## config.mk

```make
export PLATFORM = sky130hd
export DESIGN_NAME = int_to_ascii_dec_hex
export DESIGN_NICKNAME = d
export VERILOG_FILES = /design/src/hdl/itoa_pkg.sv /design/src/hdl/int_to_ascii_dec_hex.sv
export SDC_FILE = /design/constraint.sdc
export NUM_CORES = 1
export LEC_CHECK = 0
export ABC_CLOCK_PERIOD_IN_PS = 3200
export BUFFER_PORTS_ARGS = -buffer_cell sky130_fd_sc_hd__buf_2
export CORE_ASPECT_RATIO = 1.5
export CORE_MARGIN = 5
export CORE_UTILIZATION = 40
export DETAILED_ROUTE_END_ITERATION = 10
export MAX_ROUTING_LAYER = met4
export SETUP_SLACK_MARGIN = 0.3
export SLEW_MARGIN = 20
export SYNTH_ARGS = -nofsm -noshare
export SYNTH_HDL_FRONTEND = slang
export SYNTH_SLANG_ARGS = --single-unit
```

## constraint.sdc

```tcl
create_clock -name clk -period 3.2 [get_ports clk]
set_clock_uncertainty 0.15 [all_clocks]
set_input_delay 0.48 -clock clk [delete_from_list [all_inputs] [get_ports clk]]
set_output_delay 0.48 -clock clk [all_outputs]
set_load 0.02 [all_outputs]
```

## src/hdl/itoa_pkg.sv

```systemverilog
// package: word types, character codes and digit lookup for the integer to ascii converter
`default_nettype none

package itoa_pkg;

  localparam int unsigned VALUE_W   = 32;
  localparam int unsigned CHAR_W    = 8;
  localparam int unsigned BCD_W     = 40;
  localparam int unsigned CNT_W     = 5;
  localparam int unsigned NDIG_W    = 4;

  localparam logic [CNT_W-1:0]  CONV_CYCLES_M1 = CNT_W'(VALUE_W - 1);
  localparam logic [NDIG_W-1:0] NUM_DEC_DIGITS = NDIG_W'(10);
  localparam logic [NDIG_W-1:0] NUM_HEX_DIGITS = NDIG_W'(8);

  localparam logic [CHAR_W-1:0] CHAR_ZERO  = 8'h30;
  localparam logic [CHAR_W-1:0] CHAR_UPPER = 8'h41;
  localparam logic [CHAR_W-1:0] CHAR_MINUS = 8'h2D;
  localparam logic [CHAR_W-1:0] CHAR_X     = 8'h78;

  localparam logic MODE_DEC = 1'b0;
  localparam logic MODE_HEX = 1'b1;

  typedef struct packed {
    logic               mode;
    logic [VALUE_W-1:0] value;
  } itoa_in_t;

  typedef struct packed {
    logic [CHAR_W-1:0] text_char;
    logic              last;
  } itoa_out_t;

  function automatic logic [CHAR_W-1:0] digit_char(input logic [3:0] d);
    logic [CHAR_W-1:0] c;
    if (d < 4'd10) begin
      c = CHAR_ZERO + CHAR_W'(d);
    end else begin
      c = CHAR_UPPER + CHAR_W'(d - 4'd10);
    end
    return c;
  endfunction

endpackage

`default_nettype wire

```

## src/hdl/int_to_ascii_dec_hex.sv

```systemverilog
// top level: converts a 32-bit word to decimal or hex ascii text, one character per output beat
//
//   channel | ports                          | payload
//   --------+--------------------------------+-----------------------------
//   input   | in_valid, in_ready, in_data    | mode, value
//   output  | out_valid, out_ready, out_data | text_char, last
//
// hex: after accept, "0x" then 8 hex digits, one character per cycle unless stalled
// decimal: after accept, shift-add-3 of all 32 value bits into the bcd register, then
//   leading-zero skip, then a minus if negative and the digits, one per cycle unless stalled
// one new word is taken only when the previous word's last character has been loaded
// into the output register; that register holds while out_ready is low
// rst_n is synchronous and active low; it clears the sequencer and output valid
`default_nettype none

module int_to_ascii_dec_hex (
  input  wire logic               clk,
  input  wire logic               rst_n,
  input  wire logic               in_valid,
  output logic                    in_ready,
  input  wire itoa_pkg::itoa_in_t in_data,
  output logic                    out_valid,
  input  wire logic               out_ready,
  output itoa_pkg::itoa_out_t     out_data
);
  import itoa_pkg::*;

  typedef enum logic [3:0] {
    ST_IDLE = 4'b0001,
    ST_CONV = 4'b0010,
    ST_SKIP = 4'b0100,
    ST_EMIT = 4'b1000
  } itoa_state_t;

  itoa_state_t         state_r, state_nxt;
  logic                mode_r, mode_nxt;
  logic [1:0]          pre_r, pre_nxt;
  logic [BCD_W-1:0]    digits_r, digits_nxt;
  logic [VALUE_W-1:0]  bin_r, bin_nxt;
  logic [CNT_W-1:0]    cnt_r, cnt_nxt;
  logic [NDIG_W-1:0]   ndig_r, ndig_nxt;
  logic                out_valid_r, out_valid_nxt;
  itoa_out_t           out_data_r, out_data_nxt;

  logic [BCD_W-1:0]    adj;
  logic [VALUE_W-1:0]  mag;
  logic                slot_free;
  logic [3:0]          top_nib;

  // add 3 to every bcd digit of 5 or more before the shift
  always_comb begin
    for (int i = 0; i < BCD_W / 4; i++) begin
      if (digits_r[i*4 +: 4] >= 4'd5) begin
        adj[i*4 +: 4] = digits_r[i*4 +: 4] + 4'd3;
      end else begin
        adj[i*4 +: 4] = digits_r[i*4 +: 4];
      end
    end
  end

  assign mag       = in_data.value[VALUE_W-1] ? (VALUE_W'(0) - in_data.value) : in_data.value;
  assign slot_free = !out_valid_r || out_ready;
  assign top_nib   = digits_r[BCD_W-1 -: 4];
  assign in_ready  = (state_r == ST_IDLE);

  always_comb begin
    state_nxt     = state_r;
    mode_nxt      = mode_r;
    pre_nxt       = pre_r;
    digits_nxt    = digits_r;
    bin_nxt       = bin_r;
    cnt_nxt       = cnt_r;
    ndig_nxt      = ndig_r;
    out_valid_nxt = out_valid_r && !out_ready;
    out_data_nxt  = out_data_r;
    unique case (state_r)
      ST_IDLE: begin
        if (in_valid) begin
          mode_nxt = in_data.mode;
          if (in_data.mode == MODE_HEX) begin
            pre_nxt    = 2'd2;
            digits_nxt = {in_data.value, 8'h00};
            ndig_nxt   = NUM_HEX_DIGITS;
            state_nxt  = ST_EMIT;
          end else begin
            pre_nxt    = {1'b0, in_data.value[VALUE_W-1]};
            digits_nxt = '0;
            bin_nxt    = mag;
            cnt_nxt    = CONV_CYCLES_M1;
            state_nxt  = ST_CONV;
          end
        end
      end
      ST_CONV: begin
        digits_nxt = {adj[BCD_W-2:0], bin_r[VALUE_W-1]};
        bin_nxt    = {bin_r[VALUE_W-2:0], 1'b0};
        if (cnt_r == '0) begin
          ndig_nxt  = NUM_DEC_DIGITS;
          state_nxt = ST_SKIP;
        end else begin
          cnt_nxt = cnt_r - CNT_W'(1);
        end
      end
      ST_SKIP: begin
        if (top_nib == 4'd0 && ndig_r > NDIG_W'(1)) begin
          digits_nxt = {digits_r[BCD_W-5:0], 4'h0};
          ndig_nxt   = ndig_r - NDIG_W'(1);
        end else begin
          state_nxt = ST_EMIT;
        end
      end
      ST_EMIT: begin
        if (slot_free) begin
          out_valid_nxt = 1'b1;
          if (pre_r != 2'd0) begin
            if (mode_r == MODE_DEC) begin
              out_data_nxt.text_char = CHAR_MINUS;
            end else if (pre_r == 2'd2) begin
              out_data_nxt.text_char = CHAR_ZERO;
            end else begin
              out_data_nxt.text_char = CHAR_X;
            end
            out_data_nxt.last = 1'b0;
            pre_nxt           = pre_r - 2'd1;
          end else begin
            out_data_nxt.text_char = digit_char(top_nib);
            out_data_nxt.last      = (ndig_r == NDIG_W'(1));
            digits_nxt             = {digits_r[BCD_W-5:0], 4'h0};
            ndig_nxt               = ndig_r - NDIG_W'(1);
            if (ndig_r == NDIG_W'(1)) begin
              state_nxt = ST_IDLE;
            end
          end
        end
      end
      default: begin
        state_nxt = ST_IDLE;
      end
    endcase
  end

  always_ff @(posedge clk) begin
    if (!rst_n) begin
      state_r     <= ST_IDLE;
      out_valid_r <= 1'b0;
      pre_r       <= 2'd0;
      cnt_r       <= '0;
      ndig_r      <= '0;
    end else begin
      state_r     <= state_nxt;
      out_valid_r <= out_valid_nxt;
      pre_r       <= pre_nxt;
      cnt_r       <= cnt_nxt;
      ndig_r      <= ndig_nxt;
    end
  end

  always_ff @(posedge clk) begin
    mode_r     <= mode_nxt;
    digits_r   <= digits_nxt;
    bin_r      <= bin_nxt;
    out_data_r <= out_data_nxt;
  end

  assign out_valid = out_valid_r;
  assign out_data  = out_data_r;

`ifndef ASSERT_OFF
  a_emit_has_digit: assert property (@(posedge clk) disable iff (!rst_n)
    (state_r == ST_EMIT) |-> (ndig_r != '0))
    else $error("emit state with no digits left");

  a_hex_no_skip: assert property (@(posedge clk) disable iff (!rst_n)
    (state_r == ST_SKIP || state_r == ST_CONV) |-> (mode_r == MODE_DEC))
    else $error("hex word in decimal conversion path");

  a_hex_digit_count: assert property (@(posedge clk) disable iff (!rst_n)
    (state_r == ST_EMIT && mode_r == MODE_HEX) |-> (ndig_r <= NUM_HEX_DIGITS))
    else $error("hex digit count too large");

  a_accept_busy: assert property (@(posedge clk) disable iff (!rst_n)
    (in_valid && in_ready) |=> (state_r != ST_IDLE))
    else $error("sequencer idle after accepting a word");

  a_dec_prefix: assert property (@(posedge clk) disable iff (!rst_n)
    (state_r != ST_IDLE && mode_r == MODE_DEC) |-> (pre_r <= 2'd1))
    else $error("decimal word with more than one prefix character");
`endif

endmodule

`default_nettype wire
```

# Yosys cells after proc, flatten, opt, wreduce, memory -nomap -nowiden
# Cells that the tools add are included.
[totals] regBits=98
[classes] addsub=17 order_cmp=12 n_eq_ne=17 n_mux=50 n_reduce_logical=19
[op_table] operator="$mux 40" count=5
[op_table] operator="$pmux 40 s4" count=1
[op_table] operator="$mux 32" count=3
[op_table] operator="$mux 4" count=22
[op_table] operator="$pmux 32 s2" count=1
[op_table] operator="$ge 4x3->1 const B" count=10
[op_table] operator="$add 4x2->4 const B" count=9
[op_table] operator="$pmux 4 s4" count=2
[op_table] operator="$sub 1x32->32 const A" count=1
[op_table] operator="$ne 2x2->1 const B" count=10
[op_table] operator="$mux 5" count=3
[op_table] operator="$mux 7" count=2
[op_table] operator="$pmux 5 s2" count=1
[op_table] operator="$mux 9" count=1
[op_table] operator="$add 7x8->8 const A" count=1
[op_table] operator="$eq 4x1->1 const B" count=2
[op_table] operator="$mux 2" count=4
[op_table] operator="$mux 8" count=1
[op_table] operator="$reduce_and 4->1" count=2
[op_table] operator="$add 6x4->7 const A" count=1
[op_table] operator="$reduce_and 7->1" count=1
[op_table] operator="$reduce_and 6->1" count=1
[op_table] operator="$reduce_bool 2->1" count=3
[op_table] operator="$logic_not 5->1" count=1
[op_table] operator="23 further kinds" count=27

# Logic depth before layout (Yosys ltp)
[depth] word_depth=5 ltp_mapped=8 mapped_depth_nobuf=8

# Worst setup path after synthesis
# No wires, ideal clock.
[synth_timing] kind="reg2reg" from="register state_r[0]" to="register bin_r[0] (enable)" setup_time_ns=0.389 arrival_ns=2.757 required_time_ns=2.661 slack_ns=-0.096 path_stages_with_launch=7 path_buffers=1 synth_period_minus_slack_ns=3.296 path_cell_list="dfxtp_1 > clkbuf_1 > nor4b_1 > nand2_1 > inv_1 > nand2_1 > nand2_1"
[synth_between] elab_chain_cells=3
[synth_rtl] element="start, declared" line="int_to_ascii_dec_hex.sv:35" rtl="itoa_state_t state_r, state_nxt;"
[synth_rtl] element="start signal, assigned" line="int_to_ascii_dec_hex.sv:150" rtl="state_r <= state_nxt;"
[synth_rtl] element="$eq 4x1->1 (*)"
[synth_rtl] element="via in_ready" line="int_to_ascii_dec_hex.sv:20" rtl="output logic in_ready,"
[synth_rtl] element="$ne 2x2->1 (no line) / $reduce_bool 2->1 (equally long branches)"
[synth_rtl] element="$reduce_and 3->1 (no line) (*)"
[synth_rtl] element="end signal, assigned" line="int_to_ascii_dec_hex.sv:161" rtl="bin_r <= bin_nxt;"
[synth_rtl] element="end, declared" line="int_to_ascii_dec_hex.sv:39" rtl="logic [VALUE_W-1:0] bin_r, bin_nxt;"
# Mark *: on every way through the listed nets, which the timed path passes. The rest lies on a longest branch.
# A chain may end at the register's enable or synchronous reset.

# Worst setup path after layout
[layout_timing] from="register state_r[3]" to="register digits_r[9] (enable)"
[layout_between] elab_chain_cells=3
[layout_rtl] element="$eq 4x3->1, or another cell as far along" line="int_to_ascii_dec_hex.sv:76" rtl="unique case (state_r)"
[layout_rtl] element="$ne 2x2->1 (no line) / $reduce_bool 4->1 (equally long branches)"
[layout_rtl] element="$reduce_and 5->1 (no line) (*)"
[layout_rtl] element="end signal, assigned" line="int_to_ascii_dec_hex.sv:160" rtl="digits_r <= digits_nxt;"
[layout_rtl] element="end, declared" line="int_to_ascii_dec_hex.sv:38" rtl="logic [BCD_W-1:0] digits_r, digits_nxt;"
# Mark *: on every way between the ends. The rest lies on a longest branch, timed or not.

==> summary.md <==
| Metric | Value |
|---|---|
| Row cnt | between 50 and 60 |
| Crit-path max cell delay | 0.75 ns |
| Final hold viol count | 0 |
| Simple-gate share of the synthesized area | between 10% and 20% |
| Worst hold path startpoint | in_data[32] |
| Pint | between 2000 and 3000 uW |
| Final instance area | 0.00680 mm^2 |
| Die width | 111 um |
| # diodes | 0 |
| Sink Count | 97 |
| Fin. max-slew vios | 0 |
| Post-synthesis mux area share | 0.656% |
| EDFF count, synth | 81 |
| Crit-path cells | or4b_2 -> nor3b_1 -> o22a_2 -> buf_12 |
| Worst path slowest cell | or4b_2 |
| Antenna violations before repair | 0 |
| CTS root buffer | clkbuf_16 |
| Adder-cell share of the synthesized area | 5.94% |
| Top-area cell type share of the netlist area | 39.8% |
| Worst-Margin Slew | a little under 0.8 ns |
| Syn Area/Cell | 9.69 um^2 |
| Sw Share | 34.5% |
| PwrDens | a little over 600 mW/mm^2 |
| Leakage power | between 0.002 and 0.003 uW |
| R2R depth | 4 |
| Synth Register Bits | 97 |
| Largest family of logic cells by synthesized area | compound AO/OA/AOI/OAI gates |
| Most used DFF post-synth | edfxtp_1 |
| Vias in the first global route | 4852 |
| Top post-synthesis cells by count | edfxtp_1, nand2_1, o21ai_0 |
| Worst R2R Start | state_r[3] |
| Max-cap viol count | 0 |
| Synth Warn # | 0 |
| Routed Antenna Nets | 0 |
| Reg2reg setup slack | ~0.5 ns |
| Initial DRC count | 281 |
| WS Path Type | reg -> reg |
| Max Freq | 369 MHz |
| TritonRoute pass-1 iters | 5 |
| Cells after Synth | 630 |
| Reg2Reg Capture Point | digits_r[9] |
| Most frequent cell after synthesis | edfxtp_1 |
| Logic pwr share | 31.2% |
| Via density | about 5.6 |
| Number of port buffers | 46 |
| Seq/Total Area, Yosys | around 45% |
| Initial core utilization | 40.5% |
| Critical path endpoint category | flop |
| Slew HR | around half |
| CP required | about 3.1 ns |
| Clk_lat worst skew | 0.34 ns |
| Area leader, netlist | edfxtp_1 |
| IO Count | 48 |
| RSZ-0062 raised after global routing | false |
| GP Congestion | 0.798 |
| Hold path cells | 1 |
| Die area | 0.0179 mm^2 |
| Setup Buffers After CTS | 0 |
| Post-place instance area | 0.00654 mm^2 |
| CTS tree | done |
| First-pass GRT wire length | about 24 mm |
| Element type at the critical path start | flop |
| H-tree depth | 3 |
| Area Growth Syn to Fin | 11.3% |
| Worst hold endpoint | mode_r |
| Period utilisation layout | 84.6% |
| Clk pwr share | approximately 23% |
| FILL cells | 1434 |
| Worst Path Max Fanout | 24 |
| Post-Syn Nets | 696 |
| Layout cells sized above 1 | 13.4% |
| Final min period | roughly 2.7 ns |
| DR vias | ~4800 |
| Result of the run | finished clean |
| Max clock buf depth | 2 |
| Sequential share of power | 45.7% |
| XOR/XNOR Fraction of Synth Area | 6.60% |
| Crit path DAT | 2.60 ns |
| Ys async rst share | 0% |
| Fin nets | 727 |
| P_sw | roughly 1500 uW |
| Complex-gate fraction of the synthesized area | 21.5% |
| Num CTS Buffers | 9 |
| Clock-pin transition on the worst setup and hold timing paths | 0.07 ns |
| Largest net degree at the start of global routing | 53 |
| DRC violations left | 0 |
| Post-cts resize count | 0 |
| Remaining global-route overflow | 0 |
| Gr usage total | ~16% |
| Core area | 0.0151 mm^2 |
| Setup violations, final | 0 |
| Sum Neg Setup Slack | 0 ns |
| # hold bufs at CTS | 0 |
| Die H | 161 um |
| Post-synth cell types | 57 |
| Routed len/inst | roughly 16 um |
| Mapped Area | 0.00611 mm^2 |
| Final WL | about 14 mm |
| Worst min path class | in -> reg |
| Top post-synthesis cells by area | edfxtp_1, ha_1, dfxtp_1 |
| HPWL after DPL | roughly 9.9 mm |
| Worst vdd ir | 0.259 mV |
[area by class of cell]
type,count,area (um^2),area share [%]
clock buffers,11,233,3.42
well taps,199,249,3.66
inverters,34,128,1.88
clock inverters,5,22.5,0.331
flip-flops and latches,97,2750,40.5
repair buffers,56,318,4.68
multi-input cells,463,3100,45.5
[metrics by stage]
stage               setup slack (ns)  total power, uW  hold slack, ns  std cells  util, %
floorplan                      0.391             2890           0.304        630        -
global placement               0.141             3230           0.315        849     43.4
detailed placement             0.116             3290           0.333        849     43.4
CTS                            0.478             4280           0.233        865     45.1
global route                   0.310             4550           0.244        865     45.1
finish                         0.492             4240           0.249        865     45.1
[critical path, delay by kind of cell (launching register included)]
family / cells / cell delay, ns
AO/OA/AOI/OAI: 1 / 0.51
buffers and inverters: 1 / 0.26
flip-flops: 1 / 0.50
AND/OR/NAND/NOR: 2 / 0.98
[state kept, by name, summed over array words and instances, names as in the netlist]
signal	count
digits_r	40
bin_r	32
out_data	8
cnt_r	5
ndig_r	4
state_r	4
pre_r	2
mode_r	1
out_valid	1
[routing by layer]
metal  share of wire, %  routed length [um]  global-route usage [%]  vias up
li1                   -                   -                       -     2373
met1                 42                5940                    18.5     2327
met2                 53                7440                    29.4      108
met3                3.2                 450                    2.51       18
met4                1.8                 252                    5.38        0
met5                  0                   0                       -        -
[kinds of logic (layout without fill, tap and decap cells)]
group	Yosys count	in the layout
buffers and inverters	70	106
other	1	1
adders and majority gates	29	29
and+or+nand+nor	187	187
DFF	97	97
xor gates and xnor gates	46	46
muxes	4	4
AOI/OAI and AO/OA	196	196
[power groups by stage]
stage          combinational (uW)  sequential [uW]  clock [uW]
2_1_floorplan                 992             1900           0
3_3_place_gp                 1280             1950           0
3_5_place_dp                 1330             1960           0
4_1_cts                      1340             1940        1010
5_1_grt                      1500             1970        1070
6_report                     1320             1940         979
[worst max-delay path by stage]
| stage | startpoint | endpoint | slack, ns | depth (start not counted) |
|---|---|---|---|---|
| finish | state_r[3] | digits_r[9] | 0.49 | 4 |
| global route | in_data[0] | bin_r[26] | 0.31 | 8 |
| CTS | state_r[3] | digits_r[9] | 0.48 | 4 |
| detailed placement | in_data[0] | bin_r[26] | 0.12 | 8 |
| global placement | in_data[0] | bin_r[26] | 0.14 | 8 |
| floorplan | state_r[0] | bin_r[0] | 0.39 | 6 |
[layout by cell type, fill, tap and decap left out, types with 4 or more instances in the layout]
| cell type | netlist | layout |
|---|---|---|
| a21oi_1 | 55 | 55 |
| a221o_1 | 15 | 15 |
| a22oi_1 | 16 | 16 |
| a31oi_1 | 4 | 4 |
| buf_2 | 2 | 46 |
| buf_4 | 1 | 9 |
| clkbuf_16 | 0 | 9 |
| dfxtp_1 | 16 | 16 |
| edfxtp_1 | 81 | 81 |
| ha_1 | 29 | 29 |
| inv_1 | 34 | 34 |
| mux2i_1 | 4 | 4 |
| nand2_1 | 67 | 67 |
| nand2b_1 | 16 | 16 |
| nand3_1 | 4 | 4 |
| nor2_1 | 45 | 45 |
| nor2b_1 | 6 | 6 |
| nor3_1 | 6 | 4 |
| nor3b_1 | 9 | 9 |
| o21ai_0 | 61 | 61 |
| o21ai_1 | 4 | 4 |
| o31ai_1 | 13 | 13 |
| o41ai_1 | 5 | 5 |
| o41ai_2 | 5 | 5 |
| or3_1 | 6 | 6 |
| or4_1 | 4 | 4 |
| xnor2_1 | 13 | 13 |
| xor2_1 | 33 | 33 |
Power figures use the tool's default switching activity.
